$ cat src/hdl/abkf_pkg.sv
// shared types, constants and saturation helpers for the angle/bias kalman filter
package abkf_pkg;

    localparam logic        C_OP_UPDATE = 1'b0;
    localparam logic        C_OP_LOAD   = 1'b1;

    localparam logic [1:0]  C_REG_ANGLE_NOISE = 2'd0;
    localparam logic [1:0]  C_REG_BIAS_NOISE  = 2'd1;
    localparam logic [1:0]  C_REG_MEAS_NOISE  = 2'd2;

    localparam logic [23:0] C_RST_ANGLE_NOISE = 24'd16777;
    localparam logic [23:0] C_RST_BIAS_NOISE  = 24'd50332;
    localparam logic [23:0] C_RST_MEAS_NOISE  = 24'd503316;

    localparam logic signed [39:0] C_COV_ONE = 40'sd16777216;

    typedef enum logic [3:0] {
        S_IDLE,
        S_PRED,
        S_W_ANG,
        S_W_D,
        S_W_AA,
        S_W_BB,
        S_W_K0,
        S_W_K1,
        S_CORR,
        S_W_CA,
        S_W_CB,
        S_W_BA,
        S_W_BB2,
        S_W_AB,
        S_W_AA2,
        S_DONE
    } t_state;

    typedef struct packed {
        logic               start;
        logic               sh24;
        logic signed [49:0] a;
        logic signed [49:0] b;
    } t_mul_req;

    typedef struct packed {
        logic               start;
        logic signed [39:0] num;
        logic signed [40:0] den;
    } t_div_req;

    function automatic logic signed [31:0] f_sat32(input logic signed [51:0] v);
        if (v > 52'sd2147483647) begin
            return 32'sh7fffffff;
        end else if (v < -52'sd2147483648) begin
            return 32'sh80000000;
        end else begin
            return v[31:0];
        end
    endfunction

    function automatic logic signed [39:0] f_sat40(input logic signed [51:0] v);
        if (v > 52'sd549755813887) begin
            return 40'sh7fffffffff;
        end else if (v < -52'sd549755813888) begin
            return 40'sh8000000000;
        end else begin
            return v[39:0];
        end
    endfunction

endpackage

$ cat src/hdl/abkf_mul.sv
// shared digit-serial multiplier: rounded, shifted and clamped signed product
module abkf_mul
    import abkf_pkg::*;
(
    input  logic               i_clk,
    input  logic               i_rst_n,
    input  t_mul_req           i_req,
    output logic               o_done,
    output logic signed [47:0] o_res
);

    logic         r_busy;
    logic         r_done;
    logic [1:0]   r_cnt;
    logic [49:0]  r_ma;
    logic [50:0]  r_mb;
    logic         r_neg;
    logic         r_sh24;
    logic [103:0] r_acc;

    logic [49:0]  w_ma;
    logic [49:0]  w_mb;
    logic [66:0]  w_part;
    logic [103:0] w_shift;
    logic [87:0]  w_mag;
    logic         w_over;
    logic [47:0]  w_clamp;

    always_comb begin
        w_ma = i_req.a[49] ? 50'(-i_req.a) : 50'(i_req.a);
        w_mb = i_req.b[49] ? 50'(-i_req.b) : 50'(i_req.b);
        w_part = 67'(r_ma) * 67'(r_mb[16:0]);
        case (r_cnt)
            2'd0:    w_shift = {37'b0, w_part};
            2'd1:    w_shift = {20'b0, w_part, 17'b0};
            2'd2:    w_shift = {3'b0, w_part, 34'b0};
            default: w_shift = '0;
        endcase
        w_mag = r_sh24 ? {8'b0, r_acc[103:24]} : r_acc[103:16];
        // negative side may reach one step further
        if (r_neg) begin
            w_over = (|w_mag[87:48]) | (w_mag[47] & (|w_mag[46:0]));
            w_clamp = w_over ? 48'h800000000000 : w_mag[47:0];
        end else begin
            w_over = |w_mag[87:47];
            w_clamp = w_over ? 48'h7fffffffffff : w_mag[47:0];
        end
        o_res = r_neg ? -$signed(w_clamp) : $signed(w_clamp);
        o_done = r_done;
    end

    always_ff @(posedge i_clk) begin
        if (!i_rst_n) begin
            r_busy <= 1'b0;
            r_done <= 1'b0;
            r_cnt  <= '0;
        end else begin
            r_done <= 1'b0;
            if (i_req.start) begin
                r_busy <= 1'b1;
                r_cnt  <= '0;
            end else if (r_busy) begin
                r_cnt <= r_cnt + 2'd1;
                if (r_cnt == 2'd2) begin
                    r_busy <= 1'b0;
                    r_done <= 1'b1;
                end
            end
        end
    end

    always_ff @(posedge i_clk) begin
        if (i_req.start) begin
            r_ma   <= w_ma;
            r_mb   <= {1'b0, w_mb};
            r_neg  <= i_req.a[49] ^ i_req.b[49];
            r_sh24 <= i_req.sh24;
            // rounding half preloaded into the accumulator
            r_acc  <= i_req.sh24 ? (104'd1 << 23) : (104'd1 << 15);
        end else if (r_busy) begin
            r_acc <= r_acc + w_shift;
            r_mb  <= r_mb >> 17;
        end
    end

    assert property (@(posedge i_clk) disable iff (!i_rst_n)
        i_req.start |-> !r_busy)
        else $error("multiplier started while busy");

endmodule

$ cat config.mk
export PLATFORM = sky130hd
export DESIGN_NAME = abkf_mul
export DESIGN_NICKNAME = d
export VERILOG_FILES = /design/src/hdl/abkf_pkg.sv /design/src/hdl/abkf_mul.sv
export SDC_FILE = /design/constraint.sdc
export NUM_CORES = 2
export LEC_CHECK = 0
export BUFFER_PORTS_ARGS = -buffer_cell sky130_fd_sc_hd__buf_4
export CORE_AREA = 4 4 202 401
export CTS_BUF_LIST = sky130_fd_sc_hd__clkbuf_16
export CTS_CLUSTER_SIZE = 20
export DETAILED_ROUTE_END_ITERATION = 6
export DIE_AREA = 0 0 206 405
export PLACE_DENSITY = 0.83
export SLEW_MARGIN = 15
export SYNTH_ARGS = -nofsm -noshare
export SYNTH_HDL_FRONTEND = slang
export SYNTH_SLANG_ARGS = --single-unit
export TNS_END_PERCENT = 100
$ cat constraint.sdc
create_clock -name i_clk -period 30.4 [get_ports i_clk]
set_input_delay 4.56 -clock i_clk [delete_from_list [all_inputs] [get_ports i_clk]]
set_output_delay 4.56 -clock i_clk [all_outputs]
set_load 0.05 [all_outputs]
======== Yosys cells after proc, flatten, opt, wreduce, memory -nomap -nowiden ========
Index checks and enable logic that the tools add are counted.
storage, ports and cells
  output and inout port bits .............. 49
  input port bits ......................... 104
  word-level logic and storage cells ...... 46
  flip-flop bits (word level) ............. 210
operators by class
  $add $sub $neg .......................... 5
  eq/ne operators ......................... 2
  reduce and logical (&&, ||, !) cells .... 7
  bitwise operators ....................... 5
  multiplexer cells ....................... 17
  multipliers ............................. 1
operators with widths
  operator               count
  $pmux W101 S3          1
  $mux W104              2
  $mux W48               4
  $mux W50               3
  $add A104 B104 Y104    1
  $neg A50 Y50           2
  $mux W88               1
  $mul A50 B17 Y67       1
  $mux W49               1
  $neg A48 Y48           1
  $reduce_or A47 Y1      1
  $reduce_or A41 Y1      1
  $reduce_or A40 Y1      1
  $mux W24               1
  $mux W1                4
  $reduce_or A3 Y1       1
  $add A2 B1 Y2 const B  1
  $eq A2 B1 Y1 const B   1
  $eq A2 B2 Y1 const B   1
  $logic_not A2 Y1       1
  $not A1 Y1             2
  $reduce_bool A2 Y1     1
  $reduce_or A2 Y1       1
  $and A1 B1 Y1          1
  other kinds (2)        2

======== Longest topological paths before layout ========
  depth in word-level cells ............... 8
  gate-level depth with buffers ........... 40
  depth with buffers taken out ............ 37

======== Worst setup path after synthesis ========
OpenSTA, ideal clock, no wires.
  kind .................................... register -> output
  from .................................... register r_sh24
  to ...................................... output port o_res[18]
  data required time ...................... 25840 ps
  path slack .............................. 19870 ps
  cell stages (with the launch flop) ...... 19
  buffers on the path ..................... 7
  arrival time ............................ 5970 ps
  path through ............................ edfxtp_1 buf_2 buf_2 buf_2 buf_2 buf_1 buf_2 mux2i_1 o21ai_0 inv_1 ha_1 buf_1 o21ai_0 nor2_1 o22ai_1 a21oi_1 nand2_1 o21ai_0 a221oi_1
on the way
  word-level cells in the longest chain between the ends .. 8
  elaborated cells between the ends (all ways) .. 11
  classes of those cells .................. add/sub (1); mux (5); bitwise (2); reduce/logical (3)
RTL lines
  element                   line            text
  start: declaration        abkf_mul.sv:18  logic r_sh24;
  start signal: assignment  abkf_mul.sv:77  r_sh24 <= i_req.sh24;
  $mux W88 (*)              abkf_mul.sv:39  w_mag = r_sh24 ? {8'b0, r_acc[103:24]} : r_acc[103:16];
  $reduce_or A47 Y1         abkf_mul.sv:42  w_over = (|w_mag[87:48]) | (w_mag[47] & (|w_mag[46:0]));
  $and A1 B1 Y1             abkf_mul.sv:42
  $or A1 B1 Y1              abkf_mul.sv:42
  $mux W48                  abkf_mul.sv:43  w_clamp = w_over ? 48'h800000000000 : w_mag[47:0];
  $mux W48 (*)              abkf_mul.sv:41  if (r_neg) begin
  $neg A48 Y48              abkf_mul.sv:48  o_res = r_neg ? -$signed(w_clamp) : $signed(w_clamp);
  $mux W48 (*)              abkf_mul.sv:48
  end: declaration          abkf_mul.sv:9   output logic signed [47:0] o_res
Mark *: on every way between the ends. The rest lies on a longest branch, timed or not.

======== Worst setup path after layout ========
  from .................................... register r_sh24
  to ...................................... output port o_res[20]
Same word-level chain as after synthesis.

==> run_summary.xml <==
<?xml version="1.0" encoding="UTF-8"?>
<metrics>
  <group name="critical_path">
    <metric name="reg2reg_to" unit="">r_acc[99]$_SDFFCE_PP0P_</metric>
    <metric name="critPathTopFamily" unit="">compound AO/OA/AOI/OAI gates</metric>
    <metric name="path_depth" unit="">20</metric>
    <metric name="required" unit="ns">25.84</metric>
    <metric name="reg2reg_depth" unit="">31</metric>
    <metric name="crit_chain" unit="">buf_4 -&gt; mux2i_1 -&gt; o2111ai_1 -&gt; a2111oi_0 -&gt; nand4_1 -&gt; a21oi_2 -&gt; buf_4 -&gt; nor2_1 -&gt; o21ai_0 -&gt; inv_1 -&gt; ha_1 -&gt; o21ai_0 -&gt; nor2_1 -&gt; buf_4 -&gt; o22ai_1 -&gt; a21oi_1 -&gt; a211oi_1 -&gt; a21oi_1 -&gt; mux2_2 -&gt; buf_4</metric>
    <metric name="crit_type" unit="">reg2out</metric>
    <metric name="worst_setup_path_end_kind" unit="">primary output</metric>
    <metric name="crit_start" unit="">r_sh24$_DFFE_PP_</metric>
    <metric name="cp_max_fo" unit="">78</metric>
    <metric name="critical_path.reg2reg.startpoint" unit="">r_mb[4]$_DFFE_PP_</metric>
    <metric name="crit_top_cell" unit="">sky130_fd_sc_hd__buf_4</metric>
    <metric name="path_buf_inv" unit="">5</metric>
    <metric name="arrival" unit="ns">7.94</metric>
    <metric name="kind_of_start_point_of_the_critical_path" unit="">register</metric>
    <metric name="r2r_slack" unit="ns">18.52</metric>
    <metric name="critPathCapture" unit="">o_res[20]</metric>
    <metric name="crit_slowest_cell" unit="">sky130_fd_sc_hd__a2111oi_0</metric>
    <metric name="critical_path.max_stage_delay" unit="ns">1.06</metric>
  </group>
  <group name="worst_hold_path">
    <metric name="min_path_cells" unit="">2</metric>
    <metric name="hold_path.class" unit="">reg2reg</metric>
  </group>
  <group name="detailed_routing">
    <metric name="vias_per_cell" unit="">6.31</metric>
    <metric name="vias" unit="">41263</metric>
    <metric name="detail_route.wirelength" unit="um">155000</metric>
    <metric name="routed_wire_length_per_instance" unit="um">23.7</metric>
    <metric name="router_iterations_before_antenna_repair" unit="">7</metric>
    <metric name="first_drt_iteration_drcs" unit="">3345</metric>
    <metric name="ant_nets" unit="">0</metric>
    <metric name="drt_drc_violations_left" unit="">34</metric>
  </group>
  <group name="timing">
    <metric name="minimum_period_implied_by_the_final_worst_setup_slack" unit="ns">12.50</metric>
    <metric name="max_clock_skew" unit="ns">0.0197</metric>
    <metric name="finalMaxSlewViolations" unit="">0</metric>
    <metric name="finalHoldViolCount" unit="">0</metric>
    <metric name="slew_headroom" unit="%">9.69</metric>
    <metric name="whs" unit="ns">0.559</metric>
    <metric name="max_freq" unit="MHz">80.0</metric>
    <metric name="tightest_slew" unit="ns">1.32</metric>
    <metric name="finalSetupViolCount" unit="">0</metric>
    <metric name="finalSetupTns" unit="ns">0</metric>
    <metric name="post_route_fraction_of_the_period_consumed_by_the_critical_path" unit="%">41.1</metric>
    <metric name="rsz0062_at_grt" unit="">false</metric>
  </group>
  <group name="place">
    <metric name="gp_congestion" unit="">1.06</metric>
    <metric name="detailed_place_hpwl" unit="um">120000</metric>
    <metric name="place.port_buffers" unit="">152</metric>
  </group>
  <group name="floorplan">
    <metric name="placementRows" unit="">145</metric>
    <metric name="fp.dieH" unit="um">405</metric>
    <metric name="initial_standard_cell_utilization_of_the_core" unit="%">59.5</metric>
    <metric name="dieArea" unit="mm^2">0.0834</metric>
    <metric name="boundaryPins" unit="">153</metric>
    <metric name="core_area" unit="mm^2">0.0780</metric>
    <metric name="fp.dieW" unit="um">206</metric>
  </group>
  <group name="synthesis">
    <metric name="number_of_flops_mapped_to_enable_cells_by_yosys" unit="">206</metric>
    <metric name="top_ff_cell_synth" unit="">sky130_fd_sc_hd__edfxtp_1</metric>
    <metric name="seq_area_frac_synth" unit="%">13.5</metric>
    <metric name="synth_seq_cells" unit="">210</metric>
    <metric name="post_synth_main_area_contributors" unit="">sky130_fd_sc_hd__fa_1, sky130_fd_sc_hd__edfxtp_1, sky130_fd_sc_hd__inv_1</metric>
    <metric name="synth.avg_cell_area" unit="um^2">8.29</metric>
    <metric name="synthArstFlopShare" unit="%">0</metric>
    <metric name="postSynthNetCount" unit="">6670</metric>
    <metric name="syn-cell-area" unit="mm^2">0.0464</metric>
    <metric name="netlist_instances" unit="">5597</metric>
    <metric name="yosysWarnings" unit="">0</metric>
    <metric name="synth_cell_types" unit="">87</metric>
    <metric name="synthDominantAreaCellType" unit="">sky130_fd_sc_hd__fa_1</metric>
    <metric name="synthDominantCellAreaShare" unit="%">31.1</metric>
  </group>
  <group name="layout">
    <metric name="layout_area_overhead" unit="%">5.03</metric>
    <metric name="drive_gt1_share" unit="%">5.45</metric>
    <metric name="fillerInstances" unit="">6651</metric>
    <metric name="area_taken_by_multi_input_logic_gates" unit="mm^2">0.0354</metric>
    <metric name="nNetsFinal" unit="">6563</metric>
    <metric name="layout.area.seq" unit="mm^2">0.00627</metric>
  </group>
  <group name="global_routing">
    <metric name="grt_usage" unit="%">37.4</metric>
    <metric name="grt_overflow_total" unit="">0</metric>
    <metric name="grt_start_max_net_pins" unit="">102</metric>
    <metric name="grt_pass1_wl" unit="um">241000</metric>
    <metric name="grt_pass1_vias" unit="">43955</metric>
    <metric name="initial_antenna_violation_count" unit="">4</metric>
  </group>
  <group name="outcome">
    <metric name="failed_checks" unit="">DRC</metric>
    <metric name="run_status" unit="">finished, violations left</metric>
  </group>
  <group name="clocking">
    <metric name="cts.reportedPaths.clkPinSlew" unit="ns">0.07</metric>
    <metric name="h-tree-depth" unit="">1</metric>
    <metric name="clock_tree_from_tritoncts" unit="">yes</metric>
    <metric name="clock_path_buffers" unit="">3</metric>
    <metric name="post-cts-setup-buffer-count" unit="">0</metric>
    <metric name="cts.root.buffer_cell" unit="">sky130_fd_sc_hd__clkbuf_16</metric>
    <metric name="clkSinkCount" unit="">210</metric>
    <metric name="clk_latency" unit="ns">0.60</metric>
    <metric name="hold_buffers" unit="">0</metric>
    <metric name="cts_made_buffers" unit="">24</metric>
    <metric name="cts_resized" unit="">0</metric>
  </group>
  <group name="job">
    <metric name="max_cap_viol_count" unit="">0</metric>
  </group>
</metrics>
## worst register-to-register path: cells and delay by family (launching register included)
kind                       cells  cell delay [ns]
muxes                          1             0.29
and+or+nand+nor                7             1.71
buffers and inverters          4             0.80
AOI/OAI and AO/OA             10             3.89
DFF                            1             0.33
adders and majority gates      8             4.21
xor gates and xnor gates       1             0.39
## cells in the mapped netlist (all sizes together), types with 6 or more instances
| master | count |
|---|---|
| a21o | 89 |
| a41oi | 8 |
| or2 | 16 |
| o31ai | 46 |
| o21a | 28 |
| o211ai | 15 |
| buf | 16 |
| clkbuf | 316 |
| a32oi | 6 |
| nor3b | 7 |
| mux2 | 23 |
| nor2 | 313 |
| a31oi | 32 |
| inv | 935 |
| xor2 | 92 |
| nand3 | 61 |
| a211oi | 19 |
| ha | 249 |
| nand4 | 69 |
| a21oi | 293 |
| nor2b | 35 |
| a21boi | 12 |
| and4 | 6 |
| o21bai | 44 |
| edfxtp | 206 |
| and3 | 36 |
| or4 | 15 |
| o22ai | 24 |
| o21ai | 210 |
| o221ai | 11 |
| o41ai | 17 |
| nand2 | 852 |
| nor3 | 59 |
| o22a | 7 |
| nand2b | 32 |
| mux2i | 44 |
| nor4 | 28 |
| a22o | 6 |
| xnor2 | 153 |
| a211o | 11 |
| or3 | 24 |
| a22oi | 31 |
| fa | 720 |
| a221oi | 6 |
| and2 | 297 |
## worst min path at each step
stage | startpoint | endpoint | slack (ns)
3_3_place_gp | r_busy$_SDFF_PN0_ | o_done$_SDFF_PP0_ | 0.53
2_1_floorplan | r_busy$_SDFF_PN0_ | o_done$_SDFF_PP0_ | 0.47
6_report | r_busy$_SDFF_PN0_ | o_done$_SDFF_PP0_ | 0.56
3_5_place_dp | r_busy$_SDFF_PN0_ | o_done$_SDFF_PP0_ | 0.54
4_1_cts | r_busy$_SDFF_PN0_ | o_done$_SDFF_PP0_ | 0.53
5_1_grt | r_busy$_SDFF_PN0_ | o_done$_SDFF_PP0_ | 0.56
## metrics by stage
| stage | instances | utilization (%) | worst slack (ns) | area (um^2) |
|---|---|---|---|---|
| 6_report | 6538 | 62.5 | 17.90 | 48700 |
| 5_1_grt | 6537 | 62.5 | 17.73 | 48700 |
| 4_1_cts | 6537 | 62.5 | 18.17 | 48700 |
| 3_5_place_dp | 6493 | 61.4 | 18.81 | 47900 |
| 3_3_place_gp | 6493 | 61.4 | 18.65 | 47900 |
| 2_1_floorplan | 5597 | - | 19.87 | 46400 |
## sequential cells by signal (all words and copies together) (netlist names)
name,flops
r_mb,50
r_ma,50
r_cnt,2
o_done,1
r_busy,1
r_sh24,1
r_neg,1
r_acc,104
## cell usage in the layout, fill, tap and decap left out, types with 14 or more instances in the layout
| cell | n |
|---|---|
| sky130_fd_sc_hd__o21bai_1 | 44 |
| sky130_fd_sc_hd__edfxtp_1 | 206 |
| sky130_fd_sc_hd__nor2_1 | 313 |
| sky130_fd_sc_hd__nand4_1 | 69 |
| sky130_fd_sc_hd__mux2_2 | 23 |
| sky130_fd_sc_hd__clkbuf_16 | 25 |
| sky130_fd_sc_hd__o22ai_1 | 24 |
| sky130_fd_sc_hd__xor2_1 | 92 |
| sky130_fd_sc_hd__nand2_1 | 852 |
| sky130_fd_sc_hd__nand3_1 | 60 |
| sky130_fd_sc_hd__and3_1 | 36 |
| sky130_fd_sc_hd__nor4_1 | 26 |
| sky130_fd_sc_hd__o21ai_0 | 207 |
| sky130_fd_sc_hd__nor3_1 | 56 |
| sky130_fd_sc_hd__or3_1 | 20 |
| sky130_fd_sc_hd__o41ai_1 | 15 |
| sky130_fd_sc_hd__nand2b_1 | 30 |
| sky130_fd_sc_hd__a211oi_1 | 19 |
| sky130_fd_sc_hd__mux2i_1 | 44 |
| sky130_fd_sc_hd__a22oi_1 | 31 |
| sky130_fd_sc_hd__a21oi_1 | 292 |
| sky130_fd_sc_hd__o21a_1 | 28 |
| sky130_fd_sc_hd__inv_1 | 937 |
| sky130_fd_sc_hd__o211ai_1 | 15 |
| sky130_fd_sc_hd__fa_1 | 720 |
| sky130_fd_sc_hd__a21o_1 | 89 |
| sky130_fd_sc_hd__xnor2_1 | 153 |
| sky130_fd_sc_hd__buf_4 | 198 |
| sky130_fd_sc_hd__a31oi_1 | 32 |
| sky130_fd_sc_hd__ha_1 | 249 |
| sky130_fd_sc_hd__nor2b_1 | 35 |
| sky130_fd_sc_hd__or2_2 | 14 |
| sky130_fd_sc_hd__o31ai_1 | 45 |
| sky130_fd_sc_hd__and2_1 | 297 |
## kinds of logic (layout without fill, tap and decap cells)
family / count (synthesis) / after routing / share of synthesized area [%]
AND/OR/NAND/NOR: 1872 / 1872 / 19.0
multiplexers: 67 / 67 / 1.51
other: 0 / 1 / 0
AO/OA/AOI/OAI: 967 / 967 / 13.3
XOR/XNOR: 245 / 245 / 4.63
flip-flops: 210 / 210 / 13.5
buffers and inverters: 1267 / 1178 / 10.3
adder cells (fa/ha/maj): 969 / 969 / 37.8
## area by class of cell
cell class | count | area share (%)
Antenna cell | 1 | 0.00514
Clock buffer | 25 | 1.28
Clock inverter | 19 | 0.339
Inverter | 935 | 7.20
Multi-Input combinational cell | 4120 | 72.6
Sequential cell | 210 | 12.9
Tap cell | 1029 | 2.64
Timing Repair Buffer | 199 | 3.08
## metal layers
layer / share of wire, % / routed length [um] / track usage, % / up-vias
li1: - / - / - / 17766
met1: 31 / 47400 / 37.7 / 19921
met2: 49 / 76500 / 64.2 / 2498
met3: 8.5 / 13200 / 7.66 / 1072
met4: 12 / 18000 / 33.3 / 6
met5: 0.021 / 33 / 0 / -
Power is left out: the tool's default activity adds up to more than one toggle a clock period on the data nets, which glitch-free logic cannot reach.
