<file path="src/hdl/abkf_pkg.sv">
// shared types, constants and saturation helpers for the angle/bias kalman filter
package abkf_pkg;

    localparam logic        C_OP_UPDATE = 1'b0;
    localparam logic        C_OP_LOAD   = 1'b1;

    localparam logic [1:0]  C_REG_ANGLE_NOISE = 2'd0;
    localparam logic [1:0]  C_REG_BIAS_NOISE  = 2'd1;
    localparam logic [1:0]  C_REG_MEAS_NOISE  = 2'd2;

    localparam logic [23:0] C_RST_ANGLE_NOISE = 24'd16777;
    localparam logic [23:0] C_RST_BIAS_NOISE  = 24'd50332;
    localparam logic [23:0] C_RST_MEAS_NOISE  = 24'd503316;

    localparam logic signed [39:0] C_COV_ONE = 40'sd16777216;

    typedef enum logic [3:0] {
        S_IDLE,
        S_PRED,
        S_W_ANG,
        S_W_D,
        S_W_AA,
        S_W_BB,
        S_W_K0,
        S_W_K1,
        S_CORR,
        S_W_CA,
        S_W_CB,
        S_W_BA,
        S_W_BB2,
        S_W_AB,
        S_W_AA2,
        S_DONE
    } t_state;

    typedef struct packed {
        logic               start;
        logic               sh24;
        logic signed [49:0] a;
        logic signed [49:0] b;
    } t_mul_req;

    typedef struct packed {
        logic               start;
        logic signed [39:0] num;
        logic signed [40:0] den;
    } t_div_req;

    function automatic logic signed [31:0] f_sat32(input logic signed [51:0] v);
        if (v > 52'sd2147483647) begin
            return 32'sh7fffffff;
        end else if (v < -52'sd2147483648) begin
            return 32'sh80000000;
        end else begin
            return v[31:0];
        end
    endfunction

    function automatic logic signed [39:0] f_sat40(input logic signed [51:0] v);
        if (v > 52'sd549755813887) begin
            return 40'sh7fffffffff;
        end else if (v < -52'sd549755813888) begin
            return 40'sh8000000000;
        end else begin
            return v[39:0];
        end
    endfunction

endpackage

</file>
<file path="src/hdl/abkf_div.sv">
// radix-2 restoring divider for the rounded q15.24 gain
module abkf_div
    import abkf_pkg::*;
(
    input  logic               i_clk,
    input  logic               i_rst_n,
    input  t_div_req           i_req,
    output logic               o_done,
    output logic signed [39:0] o_quo
);

    logic        r_busy;
    logic        r_done;
    logic [5:0]  r_cnt;
    logic [63:0] r_n;
    logic [40:0] r_rem;
    logic [40:0] r_d;
    logic        r_neg;

    logic [39:0] w_mnum;
    logic [41:0] w_trial;
    logic        w_ge;
    logic        w_over;
    logic [39:0] w_clamp;

    always_comb begin
        w_mnum  = i_req.num[39] ? 40'(-i_req.num) : 40'(i_req.num);
        w_trial = {r_rem, r_n[63]};
        w_ge    = w_trial >= {1'b0, r_d};
        if (r_neg) begin
            w_over  = (|r_n[63:40]) | (r_n[39] & (|r_n[38:0]));
            w_clamp = w_over ? 40'h8000000000 : r_n[39:0];
        end else begin
            w_over  = |r_n[63:39];
            w_clamp = w_over ? 40'h7fffffffff : r_n[39:0];
        end
        o_quo  = r_neg ? -$signed(w_clamp) : $signed(w_clamp);
        o_done = r_done;
    end

    always_ff @(posedge i_clk) begin
        if (!i_rst_n) begin
            r_busy <= 1'b0;
            r_done <= 1'b0;
            r_cnt  <= '0;
        end else begin
            r_done <= 1'b0;
            if (i_req.start) begin
                r_busy <= 1'b1;
                r_cnt  <= '0;
            end else if (r_busy) begin
                r_cnt <= r_cnt + 6'd1;
                if (r_cnt == 6'd63) begin
                    r_busy <= 1'b0;
                    r_done <= 1'b1;
                end
            end
        end
    end

    always_ff @(posedge i_clk) begin
        if (i_req.start) begin
            // dividend is |num| << 24 plus half the divisor for rounding
            r_n   <= {w_mnum, 24'b0} + {24'b0, i_req.den[40:1]};
            r_rem <= '0;
            r_d   <= i_req.den[40:0];
            r_neg <= i_req.num[39];
        end else if (r_busy) begin
            r_rem <= w_ge ? 41'(w_trial - {1'b0, r_d}) : w_trial[40:0];
            r_n   <= {r_n[62:0], w_ge};
        end
    end

    assert property (@(posedge i_clk) disable iff (!i_rst_n)
        i_req.start |-> (!r_busy && i_req.den > 41'sd0))
        else $error("divider started while busy or with non-positive divisor");

endmodule

</file>
<file path="config.mk">
export PLATFORM = sky130hd
export DESIGN_NAME = abkf_div
export DESIGN_NICKNAME = d
export VERILOG_FILES = /design/src/hdl/abkf_pkg.sv /design/src/hdl/abkf_div.sv
export SDC_FILE = /design/constraint.sdc
export NUM_CORES = 1
export LEC_CHECK = 0
export BUFFER_PORTS_ARGS = -buffer_cell sky130_fd_sc_hd__buf_2
export CAP_MARGIN = 20
export CORE_ASPECT_RATIO = 1.75
export CORE_MARGIN = 2
export CORE_UTILIZATION = 45
export DETAILED_ROUTE_END_ITERATION = 10
export HOLD_SLACK_MARGIN = 0.05
export MAX_ROUTING_LAYER = met4
export SYNTH_ARGS = -nofsm -noshare
export SYNTH_HDL_FRONTEND = slang
export SYNTH_SLANG_ARGS = --single-unit
export TNS_END_PERCENT = 100
</file>
<file path="constraint.sdc">
create_clock -name i_clk -period 9.3 [get_ports i_clk]
set_input_delay 0.93 -clock i_clk [delete_from_list [all_inputs] [get_ports i_clk]]
set_output_delay 0.93 -clock i_clk [all_outputs]
set_load 0.01 [all_outputs]
</file>
Word-level counts from Yosys, hierarchy flattened

Index checks and enable logic that the tools add are counted.

Order comparisons: 1
Add/subtract/negate cells: 5
Equality and inequality tests: 1
Muxes and demuxes: 12
Reductions and logical operators: 6
Bitwise gates (word level): 4

Operators with widths:

| kind                                                           | number |
|---|---|
| 40-bit two-way mux                                             | 5 |
| 64-bit two-way mux                                             | 2 |
| 40-bit negator                                                 | 2 |
| 64-bit by 40-bit adder with 64-bit output                      | 1 |
| 42-bit by 41-bit >= comparator with 1-bit output               | 1 |
| 41-bit two-way mux                                             | 1 |
| 41-bit subtractor                                              | 1 |
| 39-bit OR reduction                                            | 1 |
| 25-bit OR reduction                                            | 1 |
| 24-bit OR reduction                                            | 1 |
| 6-bit by 1-bit adder with 6-bit output (second input constant) | 1 |
| 6-bit == test (second input constant)                          | 1 |
| 1-bit two-way mux                                              | 4 |
| 3-bit OR reduction                                             | 1 |
| 1-bit NOT                                                      | 2 |
| 2-bit nonzero test                                             | 1 |
| 2-bit OR reduction                                             | 1 |
| 1-bit bitwise AND                                              | 1 |
| 1-bit bitwise OR                                               | 1 |

Output and inout bits: 41
Flip-flop bits (word level): 155
Logic and storage cells: 36
Input bits: 84

Depth between registers and ports, before layout

Gate-level depths: netlist of run 1.

Depth in word-level cells: 7
Gate-level depth with buffers: 18
Gate-level depth less buffers: 16

Least setup slack after synthesis of run 1

No wires, ideal clock.

Path kind: input to register
Start: input i_req[80] (netlist name)
End: register r_n[61], data pin
Arrival: 5.175 ns
Library setup time: 0.255 ns
Setup slack: 3.869 ns
Cell stages on the path: 16
Data required time: 9.045 ns
Path buffers: 4
Path through: clkbuf_1 > clkbuf_1 > clkbuf_1 > clkbuf_1 > o21ai_0 > xnor2_1 > ha_1 > o21ai_0 > a21oi_1 > o21a_1 > o21ai_0 > o311ai_0 > nand4bb_1 > or4_4 > or4b_1 > a31o_1

Longest elaborated chain between the ends: 3

Ends and longest elaborated chain:

| element                                   | RTL line       | source |
|---|---|---|
| start, declared                           | abkf_div.sv:7  | `input t_div_req i_req,` |
| 40-bit two-way mux                        | abkf_div.sv:27 | `w_mnum = i_req.num[39] ? 40'(-i_req.num) : 40'(i_req.num);` |
| 64-bit by 40-bit adder with 64-bit output | abkf_div.sv:64 | `r_n <= {w_mnum, 24'b0} + {24'b0, i_req.den[40:1]};` |
| 64-bit two-way mux                        | abkf_div.sv:62 | `if (i_req.start) begin` |
| end signal, assigned                      | abkf_div.sv:64 |  |
| end signal, assigned                      | abkf_div.sv:70 | `r_n <= {r_n[62:0], w_ge};` |
| end, declared                             | abkf_div.sv:15 | `logic [63:0] r_n;` |

Every way passes these cells.
A chain may end at the register's enable or synchronous reset.

Final worst setup path of run 1

Start: register r_n[2]
End: output o_quo[30]

Longest elaborated chain between the ends: 7
Elaborated cells between the ends (all ways): 8
Classes of those cells: add/sub (1); mux (4); bitwise (2); reduce/logical (1)

Ends and longest elaborated chain:

| element                | RTL line       | source |
|---|---|---|
| 39-bit OR reduction    | abkf_div.sv:31 | `w_over = (\|r_n[63:40]) \| (r_n[39] & (\|r_n[38:0]));` |
| 1-bit bitwise AND      | abkf_div.sv:31 |  |
| 1-bit bitwise OR       | abkf_div.sv:31 |  |
| 40-bit two-way mux     | abkf_div.sv:32 | `w_clamp = w_over ? 40'h8000000000 : r_n[39:0];` |
| 40-bit two-way mux (*) | abkf_div.sv:30 | `if (r_neg) begin` |
| 40-bit negator         | abkf_div.sv:37 | `o_quo = r_neg ? -$signed(w_clamp) : $signed(w_clamp);` |
| 40-bit two-way mux (*) | abkf_div.sv:37 |  |
| end, declared          | abkf_div.sv:9  | `output logic signed [39:0] o_quo` |

Mark *: on every way between the ends. The rest lies on a longest branch, timed or not.

==> key figures, run 1 <==
Clocking
  • Post CTS Setup Buffer Count: 0
  • Worst skew pair latency: 0.45 ns
  • CTS root buf: clkbuf_16
  • Worst-case clock buffer depth: 2
  • H-tree depth: 4
  • CTS Buf Count: 17
  • CTS Sinks: 155
  • Post-CTS Hold Fix Bufs: 0
  • CTS tree: yes
  • Post-CTS sizing: 0
  • Clock-pin slew on the worst setup and hold paths: 0.07 ns

Timing
  • Fin crit share: 67.3%
  • Clock Skew: 0.00901 ns
  • Max-slew violations: 0
  • Slew of the pin with the lowest slew margin: 1.04 ns
  • RSZ-0062 raised after global routing: false
  • Final Setup Violations: 0
  • Max frequency: 160 MHz
  • Worst setup margin: 3.04 ns
  • Max transition margin: 30.4%
  • Minimum clock period: 6.26 ns
  • Final TNS setup: 0 ns
  • Hold Vio Cnt, Final: 0

Outcome
  • Status: finished, final reports clean

Power and ir drop
  • P_sw: 0.000813 W
  • Reg power frac: 40.3%
  • Power, Total: 0.00226 W
  • Pwr/cell area: 162 mW/mm^2
  • Internal Pwr Total: 0.00145 W
  • Peak VDD IR: 0.113 mV
  • Sw Share: 35.9%
  • Clock power frac: 29.6%
  • Power share of the combinational group: 30.1%
  • Leak Pwr: 5.48 nW

Synth
  • Leading area contributor after synthesis: edfxtp_1
  • Avg Cell Area, Syn: 8.35 sq um
  • Post-Syn Nets: 1651
  • Post-synthesis async set-or-reset flop share: 0%
  • Post-Synthesis Cell Area: 0.0125 sq mm
  • Flops & latches, synth: 155
  • Top-area cell type share of the netlist area: 25.4%
  • Adder-cell share of the synthesized area: 6.60%
  • Post-synth EDFFs: 106
  • Simple-gate share of the synthesized area: 20.2%
  • Post-synthesis sequential area ratio: 33.2%
  • Distinct cells, synth: 79
  • Top-count cell post-synth: nand2_1
  • Ys Warns: 0
  • Multiplexer share of the synthesized area: 5.34%
  • Synth Area in XOR/XNOR: 6.98%
  • Mapped Cells: 1502
  • Combinational family with the most area after synthesis: compound AO/OA/AOI/OAI gates
  • Top FF cell, synth: edfxtp_1
  • Top cells by area, synth: edfxtp_1 (25%), dfxtp_1 (7.8%), ha_1 (6.3%)
  • Synth Area in Compound Gates: 22.7%
  • Synth top cells by count: nand2_1 (175), a21oi_1 (125), nor2_1 (122)

Die
  • Initial Util: 45.9%
  • Die Span Y: 225 um
  • I/O pin cnt: 125
  • Site row count: 80
  • Chip width: 130 um
  • Die area: 0.0293 sq mm
  • Core area: 0.0273 sq mm

Global route
  • Met1 usage: 28.7%
  • GR Util met3: 4.47%
  • Met2 global-route usage: 50.6%
  • Global-route wire length before repair: 62200 um
  • GR Overflow Total: 0
  • Busiest layer in global routing: met2
  • GRT Util Overall: 28.7%
  • Largest net degree at the start of global routing: 76
  • Initial antenna violation count: 2
  • Vias in the first global route: 11600

Routing
  • Post-route ant nets: 0
  • Vias: 11900
  • Residual DRC: 0
  • Total wire length: 40600 um
  • First-pass DRT Iterations: 5
  • DR vias/cell: 6.09
  • Initial DRC count: 759
  • Wire per inst: 20.7 um

Critical path
  • Crit path max-delay family: simple AND/OR/NAND/NOR gates
  • Max incr delay on CP: 0.77 ns
  • Crit end category: output port
  • Buffers and inverters on the worst path: 2
  • CP endpoint: o_quo[30]
  • Worst-path cell chain: nor4_1 -> nand4_1 -> o41ai_1 -> and2_1 -> nand2_1 -> nand2_1 -> inv_1 -> ha_1 -> o21ai_1 -> a21o_1 -> a211oi_1 -> o2111ai_1 -> nand2_1 -> a2bb2oi_1 -> buf_2
  • Critical-path top delay cell: nor4_1
  • RR Startpoint: r_n[63]
  • R2R setup slack: 5.08 ns
  • Cell mode on critical path: nand2_1
  • Worst EP arrival: 5.33 ns
  • CP required: 8.37 ns
  • CP Depth: 15
  • CP startpoint kind: flop
  • Crit path kind: flop to output port
  • Worst r2r path cells: 14
  • R2r endpoint: r_rem[25]
  • Worst setup path startpoint: r_n[2]
  • CP max FO: 16

Placed design
  • HPWL Detailed: 31000 um
  • Pre-CTS WS: 3.53 ns
  • IO Port Bufs: 124
  • RePlAce Congestion: 0.972

Run
  • Max Cap Violations: 0

Layout
  • Area delta synth->final: 11.6%
  • Layout cell share with drive strength beyond 1: 15.3%
  • NumNets Final: 1724

Hold path
  • HP Class: flop to flop
==> power groups by stage <==
stage,clock network (W),registers (W),logic (W)
after floorplan,0,0.000886,0.000493
after global placement,0,0.000921,0.000672
after detailed placement,0,0.000922,0.000675
after CTS,0.000681,0.000908,0.000678
after global routing,0.000705,0.000919,0.000751
final,0.000669,0.000911,0.000682
==> sequential cells by signal (all words and copies together) (netlist names) <==
signal  flops
r_rem      41
r_busy      1
r_neg       1
r_d        41
o_done      1
r_cnt       6
r_n        64
==> stage by stage <==
| stage | utilization [%] | std cells | area [sq um] | hold WS (ns) |
|---|---|---|---|---|
| 6_report | 51.2 | 1959 | 14000 | 0.494 |
| 4_1_cts | 51.2 | 1957 | 14000 | 0.496 |
| 3_3_place_gp | 49.1 | 1925 | 13400 | 0.474 |
| 3_5_place_dp | 49.1 | 1925 | 13400 | 0.482 |
| 5_1_grt | 51.2 | 1959 | 14000 | 0.523 |
| 2_1_floorplan | - | 1502 | 12500 | 0.454 |
==> area by class of cell <==
cell class,instances,area (sq um)
clock inverters,14,129
well taps,369,462
repair buffers,140,747
multi-input cells,1186,7770
inverters,75,282
fillers,2688,13300
flip-flops and latches,155,4170
clock buffers,18,429
diodes,2,5.00
==> worst min-delay path by stage <==
| stage | from | to | slack [ns] | cells past startpoint |
|---|---|---|---|---|
| 2_1_floorplan | r_cnt[5] | r_cnt[5] | 0.45 | 2 |
| 3_3_place_gp | r_cnt[5] | r_cnt[5] | 0.47 | 2 |
| 3_5_place_dp | r_cnt[5] | r_cnt[5] | 0.48 | 2 |
| 4_1_cts | r_rem[0] | r_rem[0] | 0.50 | 2 |
| 5_1_grt | r_rem[12] | r_rem[13] | 0.52 | 2 |
| 6_report | r_rem[0] | r_rem[0] | 0.49 | 2 |
==> cell usage in the layout (no fill, tap or decap), types with 16 or more instances in the layout <==
cell type	count
dfxtp_1	48
ha_1	63
a311oi_1	27
edfxtp_1	106
xnor2_1	66
nor3_1	37
a21o_1	31
nand2_1	174
clkbuf_16	17
a21oi_1	125
xor2_1	34
mux2_2	47
buf_4	16
buf_2	123
or3_1	19
nor4_1	20
nand4_1	28
nor2_1	122
nand3_1	38
inv_1	74
o21ai_0	89
a31oi_1	20
or4_1	18
==> worst register-to-register path, delay by kind of cell, from the launching register on <==
family	cells	cell delay, ns
adders and majority gates	2	0.65
DFF	1	0.41
and+or+nand+nor	3	0.49
AOI/OAI and AO/OA	6	1.81
buffers and inverters	3	0.73
==> metal layers <==
metal  wire length [um]  vias to the layer above
met3               1690                      130
li1                   -                     5748
met1              14700                     5675
met4               2770                        0
met5                  0                        -
met2              21400                      375
==> cell families after synthesis <==
group	count (synthesis)
and+or+nand+nor	524
AOI/OAI and AO/OA	436
buffers and inverters	161
DFF	155
xor gates and xnor gates	100
adders and majority gates	65
muxes	61
Power figures use the tool's default switching activity.
==> inputs of run 2 (changes only) <==
==> constraint.sdc (replaced) <==
create_clock -name i_clk -period 5.8 [get_ports i_clk]
set_input_delay 0.58 -clock i_clk [delete_from_list [all_inputs] [get_ports i_clk]]
set_output_delay 0.58 -clock i_clk [all_outputs]
set_load 0.01 [all_outputs]
==> key figures, run 2 (synthesized netlist as in run 1, its figures left out) <==
Critical path
  • Cell mode on critical path: nand2_1 (unchanged)
  • R2r endpoint: r_rem[16] (was r_rem[25])
  • CP startpoint kind: flop (unchanged)
  • CP required: 5.22 ns (was 8.37 ns)
  • Critical-path top delay cell: o41ai_1 (was nor4_1)
  • Worst-path cell chain: nor4_1 -> nand4_1 -> o41ai_1 -> and2_1 -> nand2_1 -> nand2_1 -> inv_1 -> ha_1 -> o21ai_1 -> a21o_1 -> a211oi_1 -> buf_4 -> nand2_1 -> o32ai_1 -> a21oi_1 -> buf_2 (was nor4_1 -> nand4_1 -> o41ai_1 -> and2_1 -> nand2_1 -> nand2_1 -> inv_1 -> ha_1 -> o21ai_1 -> a21o_1 -> a211oi_1 -> o2111ai_1 -> nand2_1 -> a2bb2oi_1 -> buf_2)
  • Worst r2r path cells: 13 (was 14)
  • Max incr delay on CP: 0.67 ns (was 0.77 ns)
  • Worst EP arrival: 4.65 ns (was 5.33 ns)
  • Crit path kind: flop to output port (unchanged)
  • Crit path max-delay family: simple AND/OR/NAND/NOR gates (unchanged)
  • R2R setup slack: 1.57 ns (was 5.08 ns)
  • Worst setup path startpoint: r_n[2] (unchanged)
  • CP max FO: 9 (was 16)
  • RR Startpoint: r_n[63] (unchanged)
  • Buffers and inverters on the worst path: 3 (was 2)
  • Crit end category: output port (unchanged)

Routing
  • First-pass DRT Iterations: 5 (unchanged)
  • Wire per inst: 20.6 um (was 20.7 um)
  • Vias: 11800 (was 11900)
  • DR vias/cell: 6.00 (was 6.09)
  • Total wire length: 40700 um (was 40600 um)
  • Post-route ant nets: 0 (unchanged)
  • Residual DRC: 0 (unchanged)
  • Initial DRC count: 728 (was 759)

Clocking
  • Worst skew pair latency: 0.44 ns (was 0.45 ns)
  • Clock-pin slew on the worst setup and hold paths: 0.06 ns (was 0.07 ns)
  • Post CTS Setup Buffer Count: 0 (unchanged)
  • CTS root buf: clkbuf_16 (unchanged)
  • Post-CTS Hold Fix Bufs: 0 (unchanged)
  • CTS tree: yes (unchanged)
  • H-tree depth: 4 (unchanged)
  • Post-CTS sizing: 0 (unchanged)
  • CTS Buf Count: 17 (unchanged)
  • CTS Sinks: 155 (unchanged)
  • Worst-case clock buffer depth: 2 (unchanged)

Die
  • Chip width: 130 um (unchanged)
  • Die Span Y: 225 um (unchanged)
  • I/O pin cnt: 125 (unchanged)
  • Site row count: 80 (unchanged)
  • Core area: 0.0273 sq mm (unchanged)
  • Initial Util: 45.9% (unchanged)
  • Die area: 0.0293 sq mm (unchanged)

Global route
  • GR Overflow Total: 0 (unchanged)
  • Initial antenna violation count: 2 (unchanged)
  • Vias in the first global route: 11500 (was 11600)
  • Largest net degree at the start of global routing: 80 (was 76)
  • GRT Util Overall: 28.8% (was 28.7%)
  • Global-route wire length before repair: 62300 um (was 62200 um)

Layout
  • Commonest non-fill, non-tap cell in the layout: nand2_1 (unchanged)
  • Reg with most FFs: r_n (unchanged)
  • Layout cell share with drive strength beyond 1: 15.7% (was 15.3%)
  • Area delta synth->final: 12.5% (was 11.6%)
  • Design Area, Final: 0.0141 sq mm (was 0.0140 sq mm)
  • Post-Layout Cell Count: 1970 (was 1959)
  • Largest regs: r_n: 64 flops, r_d: 41 flops, r_rem: 41 flops (unchanged)
  • NumNets Final: 1735 (was 1724)
  • Most frequent cells in the layout: nand2_1 (174), a21oi_1 (125), buf_2 (123) (unchanged)
  • Number of flip-flops in the largest register: 64 (unchanged)

Timing
  • Final Setup Violations: 0 (unchanged)
  • Slew of the pin with the lowest slew margin: 1.12 ns (was 1.04 ns)
  • Final TNS setup: 0 ns (unchanged)
  • RSZ-0062 raised after global routing: false (unchanged)
  • Max-slew violations: 0 (unchanged)
  • Hold Vio Cnt, Final: 0 (unchanged)
  • Minimum clock period: 5.23 ns
  • Max transition margin: 25.2% (was 30.4%)
  • Fin crit share: 90.2%
  • Max frequency: 191 MHz
  • Clock Skew: 0.00700 ns (was 0.00901 ns)
  • WHS: 0.315 ns (was 0.494 ns)

Hold path
  • HP Class: input pin to flop (was flop to flop)
  • WHS Path Cells: 1 (was 2)
  • Hold_sp: i_req[0] (was r_rem[0])
  • Hold endpoint: r_d[0] (was r_rem[0])

Placed design
  • IO Port Bufs: 124 (unchanged)
  • DP Area: 0.0135 sq mm (was 0.0134 sq mm)
  • HPWL Detailed: 31400 um (was 31000 um)
  • Cell Count Post-Placement: 1936 (was 1925)
  • RePlAce Congestion: 0.947 (was 0.972)

Run
  • Max Cap Violations: 0 (unchanged)

Outcome
  • Status: finished, final reports clean (unchanged)

Power and ir drop
  • Leak Pwr: 5.56 nW (was 5.48 nW)
  • Pwr/cell area: 263 mW/mm^2 (was 162 mW/mm^2)
  • Peak VDD IR: 0.196 mV (was 0.113 mV)
  • Power, Total: 0.00371 W (was 0.00226 W)
[run 2: changes by cell type in the layout (fill, tap and decap cells not counted), sizes merged]
cell / previous run / this run
bufinv: 0 / 3
clkinvlp: 2 / 0
clkbuf: 18 / 19
clkinv: 6 / 7
inv: 81 / 78
buf: 140 / 151
[run 2: worst register-to-register path, cell delays in order, from the launching register on]
cell and delay (ns):
edfxtp_1 0.42, inv_1 0.07, ha_1 0.23, fa_1 0.42
nor2b_1 0.17, o2111ai_1 0.17, a31oi_1 0.57, o211a_1 0.25
a211oi_1 0.05, buf_4 0.20, o21ai_2 0.88, buf_4 0.36
nand3_1 0.10, a311oi_1 0.25
[run 2: power by group]
part	leakage (nW)	total, W	switching (W)	internal, W
clock network	0.292	0.00115	0.000471	0.000680
registers	1.46	0.00146	0.000131	0.00133
logic	3.81	0.00110	0.000662	0.000434
[run 2: worst max-delay path by stage]
| stage | endpoint | slack (ns) | cells after the start |
|---|---|---|---|
| finish | o_quo[38] | 0.57 | 16 |
| detailed placement | r_n[61] | 0.49 | 17 |
| CTS | o_quo[30] | 0.61 | 16 |
| floorplan | r_n[61] | 0.72 | 16 |
| global route | o_quo[20] | 0.15 | 16 |
| global placement | r_n[61] | 0.47 | 17 |
[run 2: area by class of cell]
cell class / instances / area, sq um
flip-flops and latches: 155 / 4170
clock buffers: 19 / 433
diodes: 2 / 5.00
well taps: 369 / 462
multi-input cells: 1186 / 7770
repair buffers: 151 / 830
fillers: 2697 / 13200
clock inverters: 13 / 164
inverters: 75 / 282
[run 2: per-stage QoR]
| stage | util [%] | setup WS [ns] |
|---|---|---|
| final | 51.6 | 0.569 |
| after global routing | 51.6 | 0.148 |
| after CTS | 51.6 | 0.608 |
| after detailed placement | 49.4 | 0.486 |
| after global placement | 49.4 | 0.473 |
| after floorplan | - | 0.719 |
[run 2: metal layers]
layer  vias to the layer above  track usage (%)  wire [um]
met1                      5573             29.2      14700
met4                         0             17.7       2640
met3                       111             4.23       1640
met5                         -                -          0
met2                       366             51.2      21700
li1                       5774                -          -
